File: src/design/assert_macros.svh
// ----------------------------------------------------------------------------
// assertion macros included by the cache unit design file
// ----------------------------------------------------------------------------
`ifndef ASSERT_MACROS_SVH
`define ASSERT_MACROS_SVH

// same-cycle implication, disabled while reset is high
`define ASSERT_SAME(label, clk, rst, ante, cons) \
   label: assert property (@(posedge clk) disable iff (rst) (ante) |-> (cons)) \
      else $error("assertion failed");

// next-cycle implication, disabled while reset is high
`define ASSERT_NEXT(label, clk, rst, ante, cons) \
   label: assert property (@(posedge clk) disable iff (rst) (ante) |=> (cons)) \
      else $error("assertion failed");

`endif

File: src/design/fkvc_pkg.sv
`timescale 1ns / 1ps
// ----------------------------------------------------------------------------
// fkvc_pkg
// shared widths, status and action codes, limit reset value and cell control type of the key/value cache
// ----------------------------------------------------------------------------
package fkvc_pkg;

   localparam int KEY_W    = 64;
   localparam int STATUS_W = 3;
   localparam int TOTAL_W  = 32;
   localparam int OCC_W    = 5;
   localparam int CFG_W    = 5;

   // reset value of the eviction limit
   localparam logic [CFG_W-1:0] MAX_ENTRIES_RESET = 5'd16;

   // result status codes
   localparam logic [STATUS_W-1:0] ST_GET_HIT     = 3'd0;
   localparam logic [STATUS_W-1:0] ST_GET_MISS    = 3'd1;
   localparam logic [STATUS_W-1:0] ST_PUT_INSERT  = 3'd2;
   localparam logic [STATUS_W-1:0] ST_PUT_PRESENT = 3'd3;
   localparam logic [STATUS_W-1:0] ST_PUT_EVICT   = 3'd4;

   // request action codes
   localparam logic ACT_GET = 1'b0;
   localparam logic ACT_PUT = 1'b1;

   // per-cell control from the chain controller
   typedef struct packed {
      logic valid;   // cell holds a live entry
      logic shift;   // take the right neighbor's entry
      logic load;    // take the new entry
   } cell_ctrl_type;

endpackage

File: src/design/fkvc_if.sv
`timescale 1ns / 1ps
// ----------------------------------------------------------------------------
// fkvc channel interfaces
// request and response word channels with valid/ready handshake
// ----------------------------------------------------------------------------
interface fkvc_req_if #(
   parameter int PAYLOAD_WIDTH = 64
);
   logic                       valid;
   logic                       ready;
   logic                       action;
   logic [fkvc_pkg::KEY_W-1:0] key;
   logic [PAYLOAD_WIDTH-1:0]   payload;

   modport source (output valid, output action, output key, output payload, input ready);
   modport sink (input valid, input action, input key, input payload, output ready);
endinterface

interface fkvc_rsp_if #(
   parameter int PAYLOAD_WIDTH = 64
);
   logic                          valid;
   logic                          ready;
   logic [fkvc_pkg::STATUS_W-1:0] status;
   logic [PAYLOAD_WIDTH-1:0]      found_payload;
   logic [fkvc_pkg::TOTAL_W-1:0]  hit_total;
   logic [fkvc_pkg::TOTAL_W-1:0]  miss_total;
   logic [fkvc_pkg::OCC_W-1:0]    occupancy;

   modport source (output valid, output status, output found_payload, output hit_total,
                   output miss_total, output occupancy, input ready);
   modport sink (input valid, input status, input found_payload, input hit_total,
                 input miss_total, input occupancy, output ready);
endinterface

File: src/design/fkvc_cell.sv
`timescale 1ns / 1ps
// ----------------------------------------------------------------------------
// fkvc_cell
// one entry of the insertion-ordered chain: holds a key and payload, compares
// the key with the lookup key and shifts toward the oldest end on eviction
// ----------------------------------------------------------------------------
module fkvc_cell #(
   parameter int PAYLOAD_WIDTH = 64
) (
   input  logic                          clock,
   input  fkvc_pkg::cell_ctrl_type       ctrl,
   input  logic [fkvc_pkg::KEY_W-1:0]    lookup_key,
   input  logic [PAYLOAD_WIDTH-1:0]      new_payload,
   input  logic [fkvc_pkg::KEY_W-1:0]    nbr_key,
   input  logic [PAYLOAD_WIDTH-1:0]      nbr_payload,
   output logic [fkvc_pkg::KEY_W-1:0]    key,
   output logic [PAYLOAD_WIDTH-1:0]      payload,
   output logic                          match,
   output logic [PAYLOAD_WIDTH-1:0]      hit_payload
);

   logic [fkvc_pkg::KEY_W-1:0] key_ff, key_in;
   logic [PAYLOAD_WIDTH-1:0]   payload_ff, payload_in;

   // entry next value: new word, neighbor's entry, or hold
   always_comb begin
      priority if (ctrl.load) begin
         key_in     = lookup_key;
         payload_in = new_payload;
      end else if (ctrl.shift) begin
         key_in     = nbr_key;
         payload_in = nbr_payload;
      end else begin
         key_in     = key_ff;
         payload_in = payload_ff;
      end
   end

   always_ff @(posedge clock) begin
      key_ff     <= key_in;
      payload_ff <= payload_in;
   end

   // key compare against live entry only
   assign match       = ctrl.valid && (key_ff == lookup_key);
   assign hit_payload = match ? payload_ff : '0;
   assign key         = key_ff;
   assign payload     = payload_ff;

endmodule

File: src/design/fifo_eviction_key_value_cache_unit.sv
`timescale 1ns / 1ps
// ----------------------------------------------------------------------------
// fifo_eviction_key_value_cache_unit
// fully associative key/payload cache with first-in-first-out replacement,
// built as a chain of entry cells ordered oldest (cell 0) to newest
// ----------------------------------------------------------------------------
//  channel  | direction | carries
//  ---------+-----------+----------------------------------------------------
//  req_ch   | in        | action, key, payload
//  rsp_ch   | out       | status, found_payload, hit_total, miss_total,
//           |           | occupancy
//  csr_*    | in        | max_entries write (no read-back)
//
//  one word per cycle unless a waiting response stalls; the response is registered, valid in the cycle after acceptance
//  lookup, eviction shift and insert all complete in the accepting cycle
//  across the cell chain, so the next word sees the updated contents
//  req_ch.ready is low only while a response waits and rsp_ch.ready is low
//  reset (synchronous) clears fill count and counters and sets the limit to MAX_ENTRIES_RESET; no clearing pass
// ----------------------------------------------------------------------------
`include "assert_macros.svh"

module fifo_eviction_key_value_cache_unit #(
   parameter int DEPTH         = 16,
   parameter int PAYLOAD_WIDTH = 64
) (
   input  logic                          clock,
   input  logic                          reset,
   fkvc_req_if.sink                      req_ch,
   fkvc_rsp_if.source                    rsp_ch,
   input  logic                          csr_wr_en,
   input  logic [fkvc_pkg::CFG_W-1:0]    csr_wr_data
);

   localparam int CNT_W = $clog2(DEPTH + 1);
   localparam int CMP_W = (CNT_W > fkvc_pkg::CFG_W) ? CNT_W : fkvc_pkg::CFG_W;

   logic [fkvc_pkg::CFG_W-1:0]    max_ff;
   logic [CNT_W-1:0]              count_ff, count_in;
   logic [fkvc_pkg::TOTAL_W-1:0]  hit_ff, hit_in;
   logic [fkvc_pkg::TOTAL_W-1:0]  miss_ff, miss_in;

   logic                          rsp_valid_ff;
   logic [fkvc_pkg::STATUS_W-1:0] rsp_status_ff, rsp_status_in;
   logic [PAYLOAD_WIDTH-1:0]      rsp_found_ff, rsp_found_in;
   logic [fkvc_pkg::OCC_W-1:0]    rsp_occ_ff;

   logic                          accept;
   logic                          is_put;
   logic                          hit;
   logic                          evict;
   logic                          insert;
   logic [CMP_W-1:0]              count_ext, max_ext, limit, occ_ext;
   logic [CNT_W-1:0]              tail;

   logic [DEPTH-1:0]              match_vec;
   logic [fkvc_pkg::KEY_W-1:0]    cell_key [DEPTH];
   logic [PAYLOAD_WIDTH-1:0]      cell_payload [DEPTH];
   logic [PAYLOAD_WIDTH-1:0]      cell_hit_pl [DEPTH];
   fkvc_pkg::cell_ctrl_type       cell_ctrl [DEPTH];

   // handshake
   assign req_ch.ready = !rsp_valid_ff || rsp_ch.ready;
   assign accept       = req_ch.valid && req_ch.ready;
   assign is_put       = (req_ch.action == fkvc_pkg::ACT_PUT);

   // eviction limit clamped to the chain length
   assign count_ext = CMP_W'(count_ff);
   assign max_ext   = CMP_W'(max_ff);
   assign limit     = (max_ext > CMP_W'(DEPTH)) ? CMP_W'(DEPTH) : max_ext;

   assign hit    = |match_vec;
   assign insert = accept && is_put && !hit;
   assign evict  = (count_ext >= limit) && (count_ff != '0);
   assign tail   = evict ? (count_ff - CNT_W'(1)) : count_ff;

   // cell chain
   for (genvar i = 0; i < DEPTH; i++) begin : g_cell
      logic [fkvc_pkg::KEY_W-1:0] nbr_key;
      logic [PAYLOAD_WIDTH-1:0]   nbr_payload;

      if (i < DEPTH - 1) begin : g_nbr
         assign nbr_key     = cell_key[i+1];
         assign nbr_payload = cell_payload[i+1];
      end else begin : g_end
         assign nbr_key     = '0;
         assign nbr_payload = '0;
      end

      assign cell_ctrl[i].valid = (CNT_W'(i) < count_ff);
      assign cell_ctrl[i].shift = insert && evict;
      assign cell_ctrl[i].load  = insert && (CNT_W'(i) == tail);

      fkvc_cell #(
         .PAYLOAD_WIDTH(PAYLOAD_WIDTH)
      ) u_cell (
         .clock      (clock),
         .ctrl       (cell_ctrl[i]),
         .lookup_key (req_ch.key),
         .new_payload(req_ch.payload),
         .nbr_key    (nbr_key),
         .nbr_payload(nbr_payload),
         .key        (cell_key[i]),
         .payload    (cell_payload[i]),
         .match      (match_vec[i]),
         .hit_payload(cell_hit_pl[i])
      );
   end

   // hit payload: keys are unique, so at most one cell drives nonzero; forced to zero on a put
   always_comb begin
      rsp_found_in = '0;
      for (int i = 0; i < DEPTH; i++) begin
         rsp_found_in = rsp_found_in | cell_hit_pl[i];
      end
      if (is_put) begin
         rsp_found_in = '0;
      end
   end

   // status, counters and fill count next values
   always_comb begin
      hit_in   = hit_ff;
      miss_in  = miss_ff;
      count_in = count_ff;
      unique case ({is_put, hit})
         2'b01: begin
            rsp_status_in = fkvc_pkg::ST_GET_HIT;
            if (hit_ff != '1) hit_in = hit_ff + fkvc_pkg::TOTAL_W'(1);
         end
         2'b00: begin
            rsp_status_in = fkvc_pkg::ST_GET_MISS;
            if (miss_ff != '1) miss_in = miss_ff + fkvc_pkg::TOTAL_W'(1);
         end
         2'b11: begin
            rsp_status_in = fkvc_pkg::ST_PUT_PRESENT;
         end
         default: begin
            rsp_status_in = evict ? fkvc_pkg::ST_PUT_EVICT : fkvc_pkg::ST_PUT_INSERT;
            count_in      = tail + CNT_W'(1);
         end
      endcase
   end

   assign occ_ext = CMP_W'(count_in);

   // control state
   always_ff @(posedge clock) begin
      if (reset) begin
         max_ff       <= fkvc_pkg::MAX_ENTRIES_RESET;
         count_ff     <= '0;
         hit_ff       <= '0;
         miss_ff      <= '0;
         rsp_valid_ff <= 1'b0;
      end else begin
         if (csr_wr_en) max_ff <= csr_wr_data;
         if (accept) begin
            count_ff <= count_in;
            hit_ff   <= hit_in;
            miss_ff  <= miss_in;
         end
         if (accept) begin
            rsp_valid_ff <= 1'b1;
         end else if (rsp_ch.ready) begin
            rsp_valid_ff <= 1'b0;
         end
      end
   end

   // response word register
   always_ff @(posedge clock) begin
      if (accept) begin
         rsp_status_ff <= rsp_status_in;
         rsp_found_ff  <= rsp_found_in;
         rsp_occ_ff    <= occ_ext[fkvc_pkg::OCC_W-1:0];
      end
   end

   assign rsp_ch.valid         = rsp_valid_ff;
   assign rsp_ch.status        = rsp_status_ff;
   assign rsp_ch.found_payload = rsp_found_ff;
   assign rsp_ch.hit_total     = hit_ff;
   assign rsp_ch.miss_total    = miss_ff;
   assign rsp_ch.occupancy     = rsp_occ_ff;

   // assertions
   `ASSERT_SAME(a_count_bound, clock, reset, 1'b1, count_ff <= CNT_W'(DEPTH))
   `ASSERT_SAME(a_unique_match, clock, reset, 1'b1, $onehot0(match_vec))
   `ASSERT_NEXT(a_get_hit_status, clock, reset, accept && !is_put && hit, rsp_status_ff == fkvc_pkg::ST_GET_HIT)
   `ASSERT_NEXT(a_insert_count, clock, reset, insert, (count_ff == $past(count_ff) + CNT_W'(1)) || ((count_ff == $past(count_ff)) && ($past(count_ff) != '0)))

endmodule
File: src/flat_wrapper.sv
// flat-port wrapper written by rule: the top's interface ports become plain ports
module fifo_eviction_key_value_cache_unit_flat 
#(
   parameter int DEPTH         = 16,
   parameter int PAYLOAD_WIDTH = 64
)
  (clock, reset, csr_wr_en, csr_wr_data, req_ch_valid, req_ch_action, req_ch_key, req_ch_payload, req_ch_ready, rsp_ch_valid, rsp_ch_status, rsp_ch_found_payload, rsp_ch_hit_total, rsp_ch_miss_total, rsp_ch_occupancy, rsp_ch_ready);
  fkvc_req_if #(.PAYLOAD_WIDTH(PAYLOAD_WIDTH)) req_ch_i ();
  fkvc_rsp_if #(.PAYLOAD_WIDTH(PAYLOAD_WIDTH)) rsp_ch_i ();
  input  logic clock;
  input  logic reset;
  input  logic csr_wr_en;
  input  logic [fkvc_pkg::CFG_W-1:0] csr_wr_data;
  input wire logic [$bits(req_ch_i.valid)-1:0] req_ch_valid;
  input wire logic [$bits(req_ch_i.action)-1:0] req_ch_action;
  input wire logic [$bits(req_ch_i.key)-1:0] req_ch_key;
  input wire logic [$bits(req_ch_i.payload)-1:0] req_ch_payload;
  output wire logic [$bits(req_ch_i.ready)-1:0] req_ch_ready;
  output wire logic [$bits(rsp_ch_i.valid)-1:0] rsp_ch_valid;
  output wire logic [$bits(rsp_ch_i.status)-1:0] rsp_ch_status;
  output wire logic [$bits(rsp_ch_i.found_payload)-1:0] rsp_ch_found_payload;
  output wire logic [$bits(rsp_ch_i.hit_total)-1:0] rsp_ch_hit_total;
  output wire logic [$bits(rsp_ch_i.miss_total)-1:0] rsp_ch_miss_total;
  output wire logic [$bits(rsp_ch_i.occupancy)-1:0] rsp_ch_occupancy;
  input wire logic [$bits(rsp_ch_i.ready)-1:0] rsp_ch_ready;
  assign req_ch_i.valid = req_ch_valid;
  assign req_ch_i.action = req_ch_action;
  assign req_ch_i.key = req_ch_key;
  assign req_ch_i.payload = req_ch_payload;
  assign req_ch_ready = req_ch_i.ready;
  assign rsp_ch_valid = rsp_ch_i.valid;
  assign rsp_ch_status = rsp_ch_i.status;
  assign rsp_ch_found_payload = rsp_ch_i.found_payload;
  assign rsp_ch_hit_total = rsp_ch_i.hit_total;
  assign rsp_ch_miss_total = rsp_ch_i.miss_total;
  assign rsp_ch_occupancy = rsp_ch_i.occupancy;
  assign rsp_ch_i.ready = rsp_ch_ready;
  fifo_eviction_key_value_cache_unit #(.DEPTH(DEPTH), .PAYLOAD_WIDTH(PAYLOAD_WIDTH)) u_core (.clock(clock), .reset(reset), .req_ch(req_ch_i), .rsp_ch(rsp_ch_i), .csr_wr_en(csr_wr_en), .csr_wr_data(csr_wr_data));
endmodule
File: config.mk
export PLATFORM = sky130hd
export DESIGN_NAME = fifo_eviction_key_value_cache_unit_flat
export DESIGN_NICKNAME = d
export VERILOG_FILES = /design/src/design/fkvc_pkg.sv /design/src/design/fkvc_if.sv /design/src/design/fkvc_cell.sv /design/src/design/fifo_eviction_key_value_cache_unit.sv /design/src/flat_wrapper.sv
export VERILOG_INCLUDE_DIRS = /design/src /design/src/design
export SDC_FILE = /design/constraint.sdc
export NUM_CORES = 2
export LEC_CHECK = 0
export ABC_CLOCK_PERIOD_IN_PS = 12900
export BUFFER_PORTS_ARGS = -buffer_cell sky130_fd_sc_hd__clkbuf_2
export CAP_MARGIN = 20
export CORE_MARGIN = 10
export CORE_UTILIZATION = 60
export CTS_CLUSTER_SIZE = 40
export DETAILED_ROUTE_END_ITERATION = 8
export HOLD_SLACK_MARGIN = 0.1
export PLACE_DENSITY_LB_ADDON = 0.05
export SKIP_LAST_GASP = 1
export SLEW_MARGIN = 20
export SYNTH_ARGS = -nofsm -noshare
export SYNTH_HDL_FRONTEND = slang
export SYNTH_SLANG_ARGS = --single-unit
File: constraint.sdc
create_clock -name clock -period 12.9 [get_ports clock]
set_input_delay 2.58 -clock clock [delete_from_list [all_inputs] [get_ports clock]]
set_output_delay 2.58 -clock clock [all_outputs]
set_load 0.02 [all_outputs]
Word level (Yosys, flattened, before mapping)
Index checks and enable logic that the tools add are counted.
W data, S select, Z words.
{"block": "word_totals", "output_inout_bits": 138, "mem_bits_ro": 0, "in_bits": 139, "regBits": 2195, "memories": 0, "latchBits": 0, "mem_bits_rw": 0}
{"block": "op_classes", "add_sub_neg": 4, "n_reduce_logical": 64, "magnitude_cmp": 18, "multipliers": 0, "bitwise": 15, "div_mod_pow": 0, "shift": 0, "mux": 86, "eq_ne": 35}
{"op": "$mux W64", "count": 79}
{"op": "$eq A64 B64 Y1", "count": 16}
{"op": "$or A64 B64 Y64", "count": 15}
{"op": "$add A32 B1 Y32 const B", "count": 2}
{"op": "$ne A32 B32 Y1 const B", "count": 2}
{"op": "$eq A4 B5 Y1 const A", "count": 8}
{"op": "$lt A4 B5 Y1 const A", "count": 8}
{"op": "$logic_and A1 B1 Y1", "count": 37}
{"op": "$reduce_bool A2 Y1", "count": 17}
{"op": "$eq A3 B5 Y1 const A", "count": 4}
{"op": "$lt A3 B5 Y1 const A", "count": 4}
{"op": "$reduce_or A16 Y1", "count": 1}
{"op": "$mux W5", "count": 3}
{"op": "$eq A2 B5 Y1 const A", "count": 2}
{"op": "$lt A1 B5 Y1 const A", "count": 2}
{"op": "$lt A2 B5 Y1 const A", "count": 2}
{"op": "$pmux W3 S3", "count": 1}
{"op": "$reduce_and A3 Y1", "count": 2}
{"op": "$add A5 B1 Y5 const B", "count": 1}
{"op": "$eq A1 B5 Y1 const A", "count": 1}
{"op": "$ge A5 B5 Y1", "count": 1}
{"op": "$gt A5 B5 Y1 const B", "count": 1}
{"op": "$logic_not A5 Y1", "count": 1}
{"op": "$reduce_bool A5 Y1", "count": 1}
{"op": "9 further kinds", "count": 11}

Depth between registers and ports, before layout
{"block": "logic_depth", "word_depth": 18, "mapped_depth": 21}

By module
Synthesis repeated with hierarchy kept, for this count alone.
{"block": "hier_totals", "cells_unflattened": 9422, "area_unflattened_um2": 124027.7}
{"mod": "fkvc_cell", "cells_each": 527, "area_per_inst_um2": 7186.9, "n_inst": 16}
{"mod": "fifo_eviction_key_value_cache_unit", "cells_each": 990, "area_per_inst_um2": 9037.4, "n_inst": 1}

Worst setup path after synthesis
OpenSTA, ideal clock, no wires.
{"block": "synth_path", "path_kind": "input -> register", "startpoint": "input port rsp_ch_ready", "endpoint": "register u_core.g_cell[11].u_cell.key_ff, in the netlist u_core.g_cell[11].u_cell.key[0], enable pin", "t_arrival_ns": 9.275, "slack_ns": 3.116, "cell_stages": 8, "cell_sequence": "nand2b_1 and2_1 clkbuf_1 nand2_1 nor4_1 buf_2 buf_4 nand2b_1"}
{"block": "synth_via", "elab_chain_len": 6, "elab_cells_between_ends": 7}
{"element": "start: declaration", "line": "flat_wrapper.sv:25", "rtl": "input wire logic [$bits(rsp_ch_i.ready)-1:0] rsp_ch_ready;"}
{"element": "$logic_or A1 B1 Y1 *", "line": "fifo_eviction_key_value_cache_unit.sv:62", "rtl": "assign req_ch.ready = !rsp_valid_ff || rsp_ch.ready;"}
{"element": "$logic_and A1 B1 Y1 *", "line": "fifo_eviction_key_value_cache_unit.sv:63", "rtl": "assign accept = req_ch.valid && req_ch.ready;"}
{"element": "named net u_core.accept", "line": "fifo_eviction_key_value_cache_unit.sv:47", "rtl": "logic accept;"}
{"element": "$logic_and A1 B1 Y1 * (2 in series)", "line": "fifo_eviction_key_value_cache_unit.sv:72", "rtl": "assign insert = accept && is_put && !hit;"}
{"element": "$logic_and A1 B1 Y1 (on tied branches)", "line": "fifo_eviction_key_value_cache_unit.sv:90, fifo_eviction_key_value_cache_unit.sv:91"}
{"element": "$reduce_bool A2 Y1 (no source line) *"}
{"element": "end signal: assignment", "line": "fkvc_cell.sv:40", "rtl": "key_ff <= key_in;"}
{"element": "end: declaration", "line": "fkvc_cell.sv:22", "rtl": "logic [fkvc_pkg::KEY_W-1:0] key_ff, key_in;"}
The timed path passes the listed nets; every way through them passes the cells marked *.
A chain may end at the register's enable or synchronous reset.

Worst setup path after layout
{"block": "layout_path", "startpoint": "input port req_ch_key[45]", "endpoint": "register u_core.g_cell[15].u_cell.payload_ff[61], enable pin"}
{"block": "layout_via", "elab_chain_len": 7, "elab_cells_between_ends": 38}
{"element": "start: declaration", "line": "flat_wrapper.sv:16", "rtl": "input wire logic [$bits(req_ch_i.key)-1:0] req_ch_key;"}
{"element": "$eq A64 B64 Y1", "line": "fkvc_cell.sv:45", "rtl": "assign match = ctrl.valid && (key_ff == lookup_key);"}
{"element": "$logic_and A1 B1 Y1", "line": "fkvc_cell.sv:45"}
{"element": "$reduce_or A16 Y1 *", "line": "fifo_eviction_key_value_cache_unit.sv:71", "rtl": "assign hit = |match_vec;"}
{"element": "$logic_not A1 Y1 *", "line": "fifo_eviction_key_value_cache_unit.sv:72"}
{"element": "$logic_and A1 B1 Y1 *", "line": "fifo_eviction_key_value_cache_unit.sv:72"}
{"element": "$logic_and A1 B1 Y1 (on tied branches)", "line": "fifo_eviction_key_value_cache_unit.sv:91, fifo_eviction_key_value_cache_unit.sv:90"}
{"element": "$reduce_bool A2 Y1 (no source line) *"}
{"element": "end signal: assignment", "line": "fkvc_cell.sv:41", "rtl": "payload_ff <= payload_in;"}
{"element": "end: declaration", "line": "fkvc_cell.sv:23", "rtl": "logic [PAYLOAD_WIDTH-1:0] payload_ff, payload_in;"}
Every way passes the cells marked *; elsewhere a longest branch is shown, timed or not.

==> impl_metrics.prom <==
# TYPE chip_impl_metric gauge
chip_impl_info{name="status",value="finished clean"} 1
chip_impl_metric{name="fin_tns_setup",unit="ns"} 0
chip_impl_metric{name="period_needed",unit="ns"} 8.719
chip_impl_info{name="ys_dominant_reg_cell",value="edfxtp_1"} 1
chip_impl_metric{name="worst_skew_pair.late_latency",unit="ns"} 0.92
chip_impl_metric{name="final-hold-violation-count",unit=""} 0
chip_impl_metric{name="power.total",unit="mW"} 15.58
chip_impl_metric{name="path_clk_slew",unit="ns"} 0.06
chip_impl_metric{name="cts_max_level",unit=""} 4
chip_impl_info{name="layer_with_the_highest_usage",value="met2"} 1
chip_impl_info{name="dominant_combinational_cell_family_by_area_after_synthesis",value="multiplexers"} 1
chip_impl_metric{name="ctsHoldBuffers",unit=""} 0
chip_impl_metric{name="cts_num_sinks",unit=""} 2195
chip_impl_metric{name="initial_cell_density_of_the_core",unit=""} 0.6034
chip_impl_metric{name="net_sw_frac",unit=""} 0.2398
chip_impl_metric{name="grt_overflow",unit=""} 0
chip_impl_metric{name="clockPowerShare",unit=""} 0.408
chip_impl_info{name="hold_worst_path_end",value="u_core.max_ext[0]"} 1
chip_impl_metric{name="via_count_of_the_first_global_routing_pass",unit=""} 70004
chip_impl_metric{name="synthesis.nets",unit=""} 7607
chip_impl_metric{name="ys_seq_elements",unit=""} 2195
chip_impl_metric{name="synth_async_sr_flop_share",unit=""} 0
chip_impl_metric{name="cp.required",unit="ns"} 13.40
chip_impl_metric{name="cts_buffers",unit=""} 228
chip_impl_info{name="yosys.area.top_type",value="edfxtp_1"} 1
chip_impl_metric{name="floorplan.die.width",unit="um"} 449.3
chip_impl_metric{name="synth-edff-count",unit=""} 2120
chip_impl_metric{name="synth_top_area_frac",unit=""} 0.5756
chip_impl_info{name="root_buffer_cell",value="clkbuf_16"} 1
chip_impl_metric{name="via_per_inst",unit=""} 6.897
chip_impl_metric{name="post_synth_inst_count",unit=""} 7449
chip_impl_metric{name="timing.clock.skew",unit="ns"} 0.03538
chip_impl_metric{name="area_fraction_in_compound_gates_after_synthesis",unit=""} 0.04873
chip_impl_metric{name="cts_setup_buffers",unit=""} 0
chip_impl_metric{name="total_leakage_power",unit="nW"} 41.61
chip_impl_metric{name="p_switching",unit="mW"} 3.736
chip_impl_metric{name="clock.fmax",unit="MHz"} 114.7
chip_impl_metric{name="floorplan.core_area",unit="um^2"} 183300
chip_impl_metric{name="final_min_period_over_clock_period",unit=""} 0.6759
chip_impl_metric{name="comb_power_share",unit=""} 0.073
chip_impl_metric{name="detail_route.drc_violations",unit=""} 0
chip_impl_metric{name="dr.pass1.iters",unit=""} 9
chip_impl_metric{name="max_cap_violations",unit=""} 0
chip_impl_info{name="synth_top_cells_by_area",value="edfxtp_1 58%, mux2_2 16%, xor2_1 4.1%"} 1
chip_impl_info{name="setup.worst_path.start_class",value="input pin"} 1
chip_impl_metric{name="clk_path_buf_depth",unit=""} 3
chip_impl_metric{name="power.share.sequential",unit=""} 0.519
chip_impl_metric{name="postRouteAntennaNets",unit=""} 0
chip_impl_info{name="synthMostInstantiatedCell",value="edfxtp_1"} 1
chip_impl_info{name="crit_type",value="in -> reg"} 1
chip_impl_metric{name="peakVddDrop",unit="mV"} 0.1313
chip_impl_metric{name="grt_util_all_layers",unit=""} 0.3774
chip_impl_info{name="hp-start",value="u_core.max_ext[0]"} 1
chip_impl_metric{name="tightest_slew",unit="ns"} 1.377
chip_impl_metric{name="detailroute.via_count",unit=""} 69917
chip_impl_metric{name="report.final.slew_viol_count",unit=""} 0
chip_impl_metric{name="pin_count_of_the_biggest_net_entering_global_routing",unit=""} 129
chip_impl_metric{name="worst_slack",unit="ns"} 4.181
chip_impl_metric{name="power.internal",unit="mW"} 11.84
chip_impl_info{name="cts_tree",value="yes"} 1
chip_impl_metric{name="final_cell_count_no_fill",unit=""} 10137
chip_impl_info{name="crit_path_end_kind",value="flip-flop"} 1
chip_impl_metric{name="rr_worst_depth",unit=""} 11
chip_impl_metric{name="synthesis.yosys.warnings",unit=""} 0
chip_impl_info{name="grt_setup_unrepaired",value="no"} 1
chip_impl_metric{name="final-setup-viol-count",unit=""} 0
chip_impl_metric{name="drtIter0Drc",unit=""} 9665
chip_impl_metric{name="detail_route.wirelength",unit="mm"} 393.5
chip_impl_metric{name="place_inst",unit=""} 9710
chip_impl_metric{name="worst-path-max-fanout",unit=""} 56
chip_impl_metric{name="cp_data_arrival_time",unit="ns"} 9.22
chip_impl_info{name="hold_path.class",value="reg -> reg"} 1
chip_impl_metric{name="netlist-cell-type-count",unit=""} 57
chip_impl_metric{name="fillers",unit=""} 13367
chip_impl_metric{name="syn_to_final_growth",unit="%"} 8.939
chip_impl_metric{name="post_synth_and_or_nand_nor_area_fraction",unit=""} 0.04417
chip_impl_metric{name="post_syn_area_per_cell",unit="um^2"} 14.85
chip_impl_info{name="post_synth_top_cells",value="2120 x edfxtp_1, 1537 x mux2_2, 519 x xor2_1, 467 x xnor2_1, 260 x clkbuf_1"} 1
chip_impl_metric{name="avgRoutedWirePerCell",unit="um"} 38.82
chip_impl_metric{name="fin_nets",unit=""} 7635
chip_impl_metric{name="io_buffer_count",unit=""} 276
chip_impl_metric{name="grt_first_pass_wirelength",unit="mm"} 543.6
chip_impl_metric{name="detailedPlace.worstSlack",unit="ns"} 3.634
chip_impl_metric{name="holdWs",unit="ns"} 0.4974
chip_impl_metric{name="yosys.area_share.xor_xnor",unit=""} 0.07809
chip_impl_metric{name="fraction_of_synthesized_area_in_multiplexers",unit=""} 0.2026
chip_impl_metric{name="global_routing_met2_resource_utilization",unit=""} 0.6132
chip_impl_metric{name="initial_antenna_violation_count",unit=""} 24
chip_impl_metric{name="layout-drive-gt1-share",unit=""} 0.3356
chip_impl_metric{name="floorplan.die_area",unit="um^2"} 201900
chip_impl_metric{name="fp-row-count",unit=""} 157
chip_impl_metric{name="ctsResizeCount",unit=""} 0
chip_impl_info{name="regToRegStartpoint",value="u_core.count_ext[2]"} 1
chip_impl_metric{name="hpwlAfterDp",unit="mm"} 244.7
chip_impl_metric{name="design.portCount",unit=""} 277
chip_impl_metric{name="power.density",unit="nW/um^2"} 129.3
chip_impl_info{name="r2r-end",value="u_core.g_cell[0].u_cell.payload[54]"} 1
chip_impl_metric{name="relSlewSlack",unit=""} 0.07404
chip_impl_metric{name="synth_seq_area_share",unit=""} 0.5892
chip_impl_metric{name="met1_usage",unit=""} 0.4341
chip_impl_metric{name="finalWeightedCongestion",unit=""} 1.039
chip_impl_metric{name="rrSetupSlack",unit="ns"} 5.86
chip_impl_metric{name="vertical_die_dimension",unit="um"} 449.3
chip_impl_metric{name="netlist_area",unit="um^2"} 110600
chip_impl_metric{name="worstHoldPathCells",unit=""} 2
chip_impl_metric{name="synthAdderAreaFrac",unit=""} 0.002150
chip_impl_metric{name="use_met3",unit=""} 0.06830
worst max-delay path: stages:
cell and delay, ns:
clkbuf_2 0.29, xnor2_1 0.71, nand4_1 0.29, nor4_1 0.86, nand3_1 0.24, a2111oi_2 1.14, nor4_1 0.20, nand4_2 0.51
inv_2 0.16, nand3_2 0.68, nand2_4 0.70, buf_4 0.62
cell usage in the layout, fill, tap and decap left out, drive strengths merged, types with 130 or more instances in the layout:
master | netlist | routed
a221oi | 142 | 142
a22oi | 136 | 136
buf | 398 | 181
clkbuf | 260 | 570
edfxtp | 2120 | 2120
mux2 | 1887 | 1887
nand4 | 156 | 156
nor2 | 130 | 130
nor4 | 168 | 168
xnor2 | 467 | 467
xor2 | 519 | 519
area by class of cell:
type	instances	area (um^2)	area share
Sequential cell	2195	65160	0.5409
Inverter	113	424.2	0.003521
Clock buffer	295	6165	0.05117
Antenna cell	15	37.54	0.0003116
Clock inverter	116	814.5	0.006761
Multi-Input combinational cell	4483	41960	0.3482
Tap cell	2464	3083	0.02559
Timing Repair Buffer	456	2836	0.02354
through the flow:
step	cell area (um^2)	util
after floorplan	110600	-
after global placement	113400	0.6185
after detailed placement	113400	0.6187
after CTS	120400	0.6568
after global routing	120500	0.6573
final	120500	0.6574
kinds of logic (layout without fill, tap and decap cells):
family                   after synthesis  in the layout
XOR/XNOR                             986            986
AO/OA/AOI/OAI                        668            668
other                                  0             15
AND/OR/NAND/NOR                      882            882
flip-flops                          2195           2195
adder cells (fa/ha/maj)               19             19
buffers and inverters                771            980
multiplexers                        1928           1928
metal layers:
metal	up-vias	part of all wire	wire, um
li1	28719	-	-
met1	35369	0.34	134000
met2	4522	0.47	186100
met3	1291	0.083	32570
met4	16	0.10	40620
met5	-	0.00050	197
worst max-delay path by stage:
stage	from	end	slack, ns	cells after the start
detailed placement	req_ch_key[18]	u_core.g_cell[15].u_cell.payload[4]	3.63	14
finish	req_ch_key[45]	u_core.g_cell[15].u_cell.payload[61]	4.18	12
global placement	req_ch_key[40]	u_core.g_cell[15].u_cell.payload[4]	3.61	13
global route	req_ch_key[18]	u_core.g_cell[15].u_cell.payload[61]	4.38	14
floorplan	rsp_ch_ready	u_core.g_cell[11].u_cell.key[0]	3.12	8
CTS	req_ch_key[45]	u_core.g_cell[15].u_cell.payload[4]	4.57	12
flip-flops by register name, indices dropped and copies added (netlist names):
| name | flops |
|---|---|
| u_core.rsp_ch.found_payload | 64 |
| u_core.count_ext | 5 |
| u_core.g_cell.u_cell.key | 1024 |
| u_core.rsp_ch.status | 3 |
| u_core.rsp_ch.hit_total | 32 |
| u_core.rsp_ch.occupancy | 5 |
| u_core.rsp_ch.miss_total | 32 |
| u_core.rsp_ch.valid | 1 |
| u_core.max_ext | 5 |
| u_core.g_cell.u_cell.payload | 1024 |
power by group through the flow:
stage | clock network, mW | logic [mW] | registers (mW)
finish | 6.35 | 1.13 | 8.09
global route | 6.66 | 1.16 | 8.10
CTS | 6.39 | 1.10 | 8.08
detailed placement | 0 | 1.10 | 8.23
global placement | 0 | 1.09 | 8.23
floorplan | 0 | 0.640 | 8.23
No activity file was read; power rests on OpenSTA's default activity.
